[src/assert_macros.svh]
// Assertion helpers, clocked on clk and disabled while rst_n is low.
`ifndef ASSERT_MACROS_SVH
`define ASSERT_MACROS_SVH

// Same-cycle implication.
`define ASSERT_NOW(label, ante, cons) \
  label: assert property (@(posedge clk) disable iff (!rst_n) (ante) |-> (cons)) \
    else $error("assertion failed");

// Next-cycle implication.
`define ASSERT_NEXT(label, ante, cons) \
  label: assert property (@(posedge clk) disable iff (!rst_n) (ante) |=> (cons)) \
    else $error("assertion failed");

`endif

[src/ppq_pkg.sv]
`default_nettype none
package ppq_pkg;

  localparam int TRANSPARENT_INDEX_DEF = 0;
  localparam int PAL_ENTRIES           = 16;
  localparam int CFG_WIDTH             = 64;
  localparam logic [7:0] ALPHA_OPAQUE_MIN = 8'd128;

  typedef enum logic [0:0] {
    CFG_PAL_LOW  = 1'b0,
    CFG_PAL_HIGH = 1'b1
  } cfg_idx_t;

  typedef struct packed {
    logic [7:0] red;
    logic [7:0] green;
    logic [7:0] blue;
    logic [7:0] alpha;
    logic       first_in_row;
  } pix_t;

  // match result handed to the packer
  typedef struct packed {
    logic       valid;
    logic       first;
    logic [3:0] idx;
  } pk_in_t;

endpackage
`default_nettype wire

[src/ppq_if.sv]
`default_nettype none
interface ppq_pix_if;
  logic       valid;
  logic       ready;
  logic [7:0] red;
  logic [7:0] green;
  logic [7:0] blue;
  logic [7:0] alpha;
  logic       first_in_row;

  modport source (output valid, output red, output green, output blue,
                  output alpha, output first_in_row, input ready);
  modport sink   (input valid, input red, input green, input blue,
                  input alpha, input first_in_row, output ready);
endinterface

interface ppq_byte_if;
  logic       valid;
  logic       ready;
  logic [7:0] packed_byte;

  modport source (output valid, output packed_byte, input ready);
  modport sink   (input valid, input packed_byte, output ready);
endinterface
`default_nettype wire

[src/ppq_match.sv]
`default_nettype none
module ppq_match import ppq_pkg::*; #(
  parameter int TRANSPARENT_INDEX = TRANSPARENT_INDEX_DEF
) (
  input  wire pix_t         pix,
  input  wire logic [127:0] palette,
  output logic [3:0]        idx
);

  localparam logic [3:0] TrIdx = 4'(TRANSPARENT_INDEX % PAL_ENTRIES);

  typedef struct packed {
    logic [7:0] score;
    logic [3:0] idx;
  } cand_t;

  function automatic logic [5:0] sq_diff3(input logic [2:0] a, input logic [2:0] b);
    logic [5:0] d;
    d = {3'b000, ((a > b) ? (a - b) : (b - a))};
    return d * d;
  endfunction

  function automatic cand_t pick(input cand_t lo, input cand_t hi);
    return (hi.score < lo.score) ? hi : lo;
  endfunction

  logic [2:0] cr, cg, cb;
  cand_t      lvl0 [PAL_ENTRIES];
  cand_t      lvl1 [8];
  cand_t      lvl2 [4];
  cand_t      lvl3 [2];
  cand_t      best;

  assign cr = pix.red[7:5];
  assign cg = pix.green[7:5];
  assign cb = {1'b0, pix.blue[7:6]};

  always_comb begin
    for (int i = 0; i < PAL_ENTRIES; i++) begin
      logic [7:0] p;
      p = palette[i*8 +: 8];
      lvl0[i].idx   = 4'(i);
      lvl0[i].score = 8'(sq_diff3(cr, p[7:5])) + 8'(sq_diff3(cg, p[4:2]))
                    + 8'(sq_diff3(cb, {1'b0, p[1:0]}));
      // transparent slot never wins: real distances stay below 108
      if (4'(i) == TrIdx) begin
        lvl0[i].score = 8'hff;
      end
    end
    for (int i = 0; i < 8; i++) lvl1[i] = pick(lvl0[2*i], lvl0[2*i+1]);
    for (int i = 0; i < 4; i++) lvl2[i] = pick(lvl1[2*i], lvl1[2*i+1]);
    for (int i = 0; i < 2; i++) lvl3[i] = pick(lvl2[2*i], lvl2[2*i+1]);
    best = pick(lvl3[0], lvl3[1]);
  end

  assign idx = (pix.alpha < ALPHA_OPAQUE_MIN) ? TrIdx : best.idx;

endmodule
`default_nettype wire

[src/ppq_pack.sv]
`default_nettype none
`include "assert_macros.svh"
module ppq_pack import ppq_pkg::*; (
  input  wire logic   clk,
  input  wire logic   rst_n,
  input  wire pk_in_t pk_in,
  output logic        take,
  ppq_byte_if.source  out_byte
);

  logic       odd_r, odd_nxt;
  logic [3:0] held_r, held_nxt;
  logic       out_valid_r, out_valid_nxt;
  logic [7:0] byte_r, byte_nxt;
  logic       odd_eff, emit, out_free;

  assign odd_eff  = odd_r & ~pk_in.first;
  assign emit     = odd_eff;
  assign out_free = ~out_valid_r | out_byte.ready;
  assign take     = pk_in.valid & (~emit | out_free);

  always_comb begin
    odd_nxt       = odd_r;
    held_nxt      = held_r;
    byte_nxt      = byte_r;
    out_valid_nxt = out_valid_r & ~out_byte.ready;
    if (take) begin
      if (emit) begin
        out_valid_nxt = 1'b1;
        byte_nxt      = {held_r, pk_in.idx};
        odd_nxt       = 1'b0;
      end else begin
        held_nxt = pk_in.idx;
        odd_nxt  = 1'b1;
      end
    end
  end

  always_ff @(posedge clk) begin
    if (!rst_n) begin
      odd_r       <= 1'b0;
      held_r      <= '0;
      out_valid_r <= 1'b0;
    end else begin
      odd_r       <= odd_nxt;
      held_r      <= held_nxt;
      out_valid_r <= out_valid_nxt;
    end
    byte_r <= byte_nxt;
  end

  assign out_byte.valid       = out_valid_r;
  assign out_byte.packed_byte = byte_r;

  `ASSERT_NEXT(a_emit_byte, take && emit, out_valid_r && byte_r[3:0] == $past(pk_in.idx))
  `ASSERT_NEXT(a_hold_nibble, take && !emit, odd_r && held_r == $past(pk_in.idx))
  `ASSERT_NOW(a_first_even, take && pk_in.first, !emit)

endmodule
`default_nettype wire

[src/palette_quantize_pack_4bit.sv]
// Path: an accepted pixel is registered, matched, then its byte is registered at the output.
// Throughput: one pixel per cycle unless a byte output stall holds it; the match is one pass
// over all 16 entries between the input register and the packing stage, and an output register
// lets a new pixel in while a finished byte waits.
// Reset: synchronous, active low; clears both palette words, valid flags, nibble parity and held index.
`default_nettype none
`include "assert_macros.svh"
module palette_quantize_pack_4bit import ppq_pkg::*; #(
  parameter int TRANSPARENT_INDEX = TRANSPARENT_INDEX_DEF
) (
  input  wire logic                 clk,
  input  wire logic                 rst_n,
  input  wire logic                 cfg_we,
  input  wire logic [0:0]           cfg_index,
  input  wire logic [CFG_WIDTH-1:0] cfg_data,
  ppq_pix_if.sink                   in_pix,
  ppq_byte_if.source                out_byte
);

  localparam logic [3:0] TrIdx = 4'(TRANSPARENT_INDEX % PAL_ENTRIES);

  logic [CFG_WIDTH-1:0] pal_low_r, pal_high_r;
  pix_t                 pix_r, pix_nxt;
  logic                 s1_valid_r, s1_valid_nxt;
  logic                 in_acc, take;
  logic [3:0]           mt_idx;
  pk_in_t               pk_in;

  always_ff @(posedge clk) begin
    if (!rst_n) begin
      pal_low_r  <= '0;
      pal_high_r <= '0;
    end else if (cfg_we) begin
      unique case (cfg_idx_t'(cfg_index))
        CFG_PAL_LOW:  pal_low_r  <= cfg_data;
        CFG_PAL_HIGH: pal_high_r <= cfg_data;
        default: ;
      endcase
    end
  end

  assign in_pix.ready = ~s1_valid_r | take;
  assign in_acc       = in_pix.valid & in_pix.ready;

  always_comb begin
    pix_nxt      = pix_r;
    s1_valid_nxt = s1_valid_r & ~take;
    if (in_acc) begin
      pix_nxt.red          = in_pix.red;
      pix_nxt.green        = in_pix.green;
      pix_nxt.blue         = in_pix.blue;
      pix_nxt.alpha        = in_pix.alpha;
      pix_nxt.first_in_row = in_pix.first_in_row;
      s1_valid_nxt         = 1'b1;
    end
  end

  always_ff @(posedge clk) begin
    if (!rst_n) begin
      s1_valid_r <= 1'b0;
    end else begin
      s1_valid_r <= s1_valid_nxt;
    end
    pix_r <= pix_nxt;
  end

  ppq_match #(
    .TRANSPARENT_INDEX(TRANSPARENT_INDEX)
  ) u_match (
    .pix     (pix_r),
    .palette ({pal_high_r, pal_low_r}),
    .idx     (mt_idx)
  );

  assign pk_in.valid = s1_valid_r;
  assign pk_in.first = pix_r.first_in_row;
  assign pk_in.idx   = mt_idx;

  ppq_pack u_pack (
    .clk      (clk),
    .rst_n    (rst_n),
    .pk_in    (pk_in),
    .take     (take),
    .out_byte (out_byte)
  );

  `ASSERT_NOW(a_transparent, s1_valid_r && pix_r.alpha < ALPHA_OPAQUE_MIN, mt_idx == TrIdx)
  `ASSERT_NOW(a_opaque_skip, s1_valid_r && pix_r.alpha >= ALPHA_OPAQUE_MIN, mt_idx != TrIdx)
  `ASSERT_NEXT(a_stage_load, in_acc, s1_valid_r)

endmodule
`default_nettype wire

[src/flat_wrapper.sv]
// flat-port wrapper written by rule: the top's interface ports become plain ports
module palette_quantize_pack_4bit_flat import ppq_pkg::*;
#(
  parameter int TRANSPARENT_INDEX = TRANSPARENT_INDEX_DEF
)
  (clk, rst_n, cfg_we, cfg_index, cfg_data, in_pix_valid, in_pix_red, in_pix_green, in_pix_blue, in_pix_alpha, in_pix_first_in_row, in_pix_ready, out_byte_valid, out_byte_packed_byte, out_byte_ready);
  ppq_pix_if in_pix_i ();
  ppq_byte_if out_byte_i ();
  input  wire logic clk;
  input  wire logic rst_n;
  input  wire logic cfg_we;
  input  wire logic [0:0] cfg_index;
  input  wire logic [CFG_WIDTH-1:0] cfg_data;
  input wire logic [$bits(in_pix_i.valid)-1:0] in_pix_valid;
  input wire logic [$bits(in_pix_i.red)-1:0] in_pix_red;
  input wire logic [$bits(in_pix_i.green)-1:0] in_pix_green;
  input wire logic [$bits(in_pix_i.blue)-1:0] in_pix_blue;
  input wire logic [$bits(in_pix_i.alpha)-1:0] in_pix_alpha;
  input wire logic [$bits(in_pix_i.first_in_row)-1:0] in_pix_first_in_row;
  output wire logic [$bits(in_pix_i.ready)-1:0] in_pix_ready;
  output wire logic [$bits(out_byte_i.valid)-1:0] out_byte_valid;
  output wire logic [$bits(out_byte_i.packed_byte)-1:0] out_byte_packed_byte;
  input wire logic [$bits(out_byte_i.ready)-1:0] out_byte_ready;
  assign in_pix_i.valid = in_pix_valid;
  assign in_pix_i.red = in_pix_red;
  assign in_pix_i.green = in_pix_green;
  assign in_pix_i.blue = in_pix_blue;
  assign in_pix_i.alpha = in_pix_alpha;
  assign in_pix_i.first_in_row = in_pix_first_in_row;
  assign in_pix_ready = in_pix_i.ready;
  assign out_byte_valid = out_byte_i.valid;
  assign out_byte_packed_byte = out_byte_i.packed_byte;
  assign out_byte_i.ready = out_byte_ready;
  palette_quantize_pack_4bit #(.TRANSPARENT_INDEX(TRANSPARENT_INDEX)) u_core (.clk(clk), .rst_n(rst_n), .cfg_we(cfg_we), .cfg_index(cfg_index), .cfg_data(cfg_data), .in_pix(in_pix_i), .out_byte(out_byte_i));
endmodule
[config.mk]
export PLATFORM = sky130hd
export DESIGN_NAME = palette_quantize_pack_4bit_flat
export DESIGN_NICKNAME = d
export VERILOG_FILES = /design/src/ppq_pkg.sv /design/src/ppq_if.sv /design/src/ppq_match.sv /design/src/ppq_pack.sv /design/src/palette_quantize_pack_4bit.sv /design/src/flat_wrapper.sv
export VERILOG_INCLUDE_DIRS = /design/src /design/src/src
export SDC_FILE = /design/constraint.sdc
export NUM_CORES = 1
export LEC_CHECK = 0
export ABC_AREA = 0
export BUFFER_PORTS_ARGS = -buffer_cell sky130_fd_sc_hd__buf_2
export CORE_ASPECT_RATIO = 1.4
export CORE_MARGIN = 2
export CORE_UTILIZATION = 55
export CTS_CLUSTER_SIZE = 14
export DETAILED_ROUTE_END_ITERATION = 10
export GPL_ROUTABILITY_DRIVEN = 0
export PLACE_DENSITY = 0.83
export REMOVE_ABC_BUFFERS = 1
export SKIP_LAST_GASP = 1
export SYNTH_ARGS = -nofsm -noshare
export SYNTH_HDL_FRONTEND = slang
export SYNTH_SLANG_ARGS = --single-unit
[constraint.sdc]
create_clock -name clk -period 26.3 [get_ports clk]
set_input_delay 0 -clock clk [delete_from_list [all_inputs] [get_ports clk]]
set_output_delay 0 -clock clk [all_outputs]
set_load 0.01 [all_outputs]
==> results.yml <==
synthesis:
  ys.flop_type: "dfxtp_1"
  synth_area_leaders: "ha_1, fa_1, dfxtp_1"
  synthesis.area_sq_um: 23100
  yosysWarnings: 0
  avgSynthCellArea_sq_um: 8.54
  syn_inst: 2705
  synth_seq_cells: 145
  yosysSeqAreaShare_pct: 13.3
  yosysUniqueCellTypes: 77
  synthArstFlopShare_pct: 0
  synth_top_area_cell: "ha_1"
  synth_edf_count: 18
  synth_top_area_share_pct: 25.4
worst_setup_path:
  cp_max_fo: 31
  r2r_cells: 50
  r2r_slack_ps: 12250
  end_kind: "register"
  startpoint: "u_core.pix_r[31]"
  r2r-start: "u_core.pix_r[31]"
  path_class: "register to register"
  crit_path_end: "u_core.u_pack.out_byte.packed_byte[0]"
  max_stage_delay_ps: 800
  reg2reg_to: "u_core.u_pack.out_byte.packed_byte[0]"
  arrival_ps: 14240
  slowest_stage: "a21oi_1"
  required_ps: 26500
  crit_top_cell: "ha_1"
  startpoint_type: "register"
timing:
  hold_violations: 0
  finalCritPeriodShare_pct: 53.4
  setup-tns-final_ps: 0
  rsz0062_at_grt: "no"
  tightest_slew_ps: 1140
  relSlewSlack_pct: 23.9
  maxSlewViolCount: 0
  max_freq_mhz: 71.2
  fin_skew_ps: 14.7
  setup_viol: 0
  period_minus_slack_ps: 14050
  fin_ws_ps: 12250
clocking:
  tritoncts: "yes"
  clk_path_buf_depth: 2
  clkTransAtPathRegs_ps: 70
  root_buffer: "clkbuf_16"
  cts_sinks: 145
  htreeDepth: 4
  cts-buffers-inserted: 17
  clock_latency_ps: 480
  post_cts_resized: 0
die:
  core_area_sq_um: 41300
  die_w_um: 177
  rows: 88
  dieArea_sq_um: 43700
  start_util_pct: 56.0
  fp.dieH_um: 247
  io_pins: 113
global_routing:
  grt_pass1_wl_um: 101000
  grt_pass1_vias: 21200
  antenna_found_initial: 2
  grt-ovfl-total: 0
  grt_max_degree: 111
  grt_usage_pct: 29.6
route:
  drtPass1Iterations: 7
  drc: 0
  wl_um: 62500
  via_count: 19600
  wl_per_cell_um: 18.3
  via_per_inst: 5.74
  antenna_left: 0
  dr.first_iter.drc_count: 1123
layout:
  nets: 3634
  fillCellCount: 3345
  layout_commonest_cell: "inv_1"
  post-route-util_pct: 62.1
  multi_input_area_sq_um: 18000
  seq_area_sq_um: 3080
  layout_common_cells: "inv_1, ha_1, nand2_1"
  drive_above_1_share_pct: 6.11
  syn_to_final_growth_pct: 10.9
  fin_area_sq_um: 25600
placed_design:
  port_buffers: 89
  dpl_cell_area_sq_um: 24200
  dp_slack_ps: 12480
  hpwlAfterDp_um: 45900
outcome:
  outcome: "finished clean"
hold_path:
  min_from: "cfg_we"
  hp-class: "input pin to register"
run:
  max_cap_violations: 0
-- final cells by class --
type | count | area share, %
multi-input cells | 2007 | 70.0
diodes | 1 | 0.00976
inverters | 503 | 7.36
well taps | 540 | 2.64
flip-flops and latches | 145 | 12.0
repair buffers | 193 | 5.63
clock inverters | 14 | 0.600
clock buffers | 18 | 1.71
-- flip-flops by register name (all words and copies together), names as in the netlist --
register / cells
u_core.u_pack.held_r: 4
u_core.u_pack.out_byte.valid: 1
u_core.pal_low_r: 56
u_core.u_pack.odd_r: 1
u_core.s1_valid_r: 1
u_core.pix_r: 10
u_core.pal_high_r: 64
u_core.u_pack.out_byte.packed_byte: 8
-- per-stage QoR --
stage | hold slack [ps] | cells
final | 30.9 | 3421
after global routing | 77.8 | 3420
after CTS | 13.9 | 3420
after detailed placement | 179 | 3302
after global placement | 178 | 3302
after floorplan | 98.9 | 2655
-- worst max-delay path: cells and delay by family, from the launching register on --
kind            cells  cell delay (ps)
compound gates     23             5980
fa+ha+maj          10             3610
simple gates        7             1390
buf+inv             6             1280
mux                 2              650
xor+xnor            2              490
flops               1              330
-- layer usage --
metal | routed length (um) | vias up | GRT usage (%)
li1 | - | 9153 | -
met1 | 23100 | 9430 | 31.1
met2 | 31000 | 725 | 52.6
met3 | 3380 | 314 | 5.22
met4 | 4960 | 4 | 21.8
met5 | 29 | - | 0
-- how the worst min path moves through the flow --
stage / cells after the start / end / slack [ps]
floorplan: 0 / u_core.pix_r[0] / 100
global placement: 1 / u_core.pix_r[8] / 180
detailed placement: 1 / u_core.pix_r[32] / 180
CTS: 4 / u_core.pal_low_r[49] / 10
global route: 4 / u_core.pal_low_r[54] / 80
finish: 4 / u_core.pal_low_r[49] / 30
-- cell families after synthesis --
kind of cell               synth area share [%]
and+or+nand+nor                            11.9
muxes                                      4.41
adders and majority gates                  42.6
xor gates and xnor gates                   2.88
DFF                                        13.3
buffers and inverters                      9.03
AOI/OAI and AO/OA                          15.9
-- cell usage after synthesis (all sizes together) (3+ instances only) --
| cell | count |
|---|---|
| a21oi | 129 |
| a22oi | 3 |
| and3 | 6 |
| o31a | 3 |
| xor2 | 36 |
| edfxtp | 18 |
| nor2b | 40 |
| nand2 | 314 |
| a211o | 5 |
| a21boi | 139 |
| o21ai | 60 |
| nand4 | 8 |
| inv | 503 |
| mux2i | 85 |
| ha | 469 |
| a31oi | 58 |
| nor4 | 5 |
| a31o | 3 |
| and2 | 57 |
| nor2 | 130 |
| a21o | 82 |
| a2111oi | 4 |
| nand2b | 17 |
| fa | 195 |
| clkbuf | 40 |
| maj3 | 7 |
| nor3 | 10 |
| o21a | 17 |
| xnor2 | 40 |
| nand3 | 15 |
| o21bai | 8 |
| buf | 10 |
| a211oi | 7 |
| mux2 | 15 |
| o211ai | 3 |
| dfxtp | 127 |
-- timing repair --
item	4_1_cts	5_1_grt
endpoints found under the hold margin	135	0
setup buffers	0	0
hold buffers	86	0
Power is left out: the tool's default activity adds up to more than one toggle a clock period on the data nets, which glitch-free logic cannot reach.
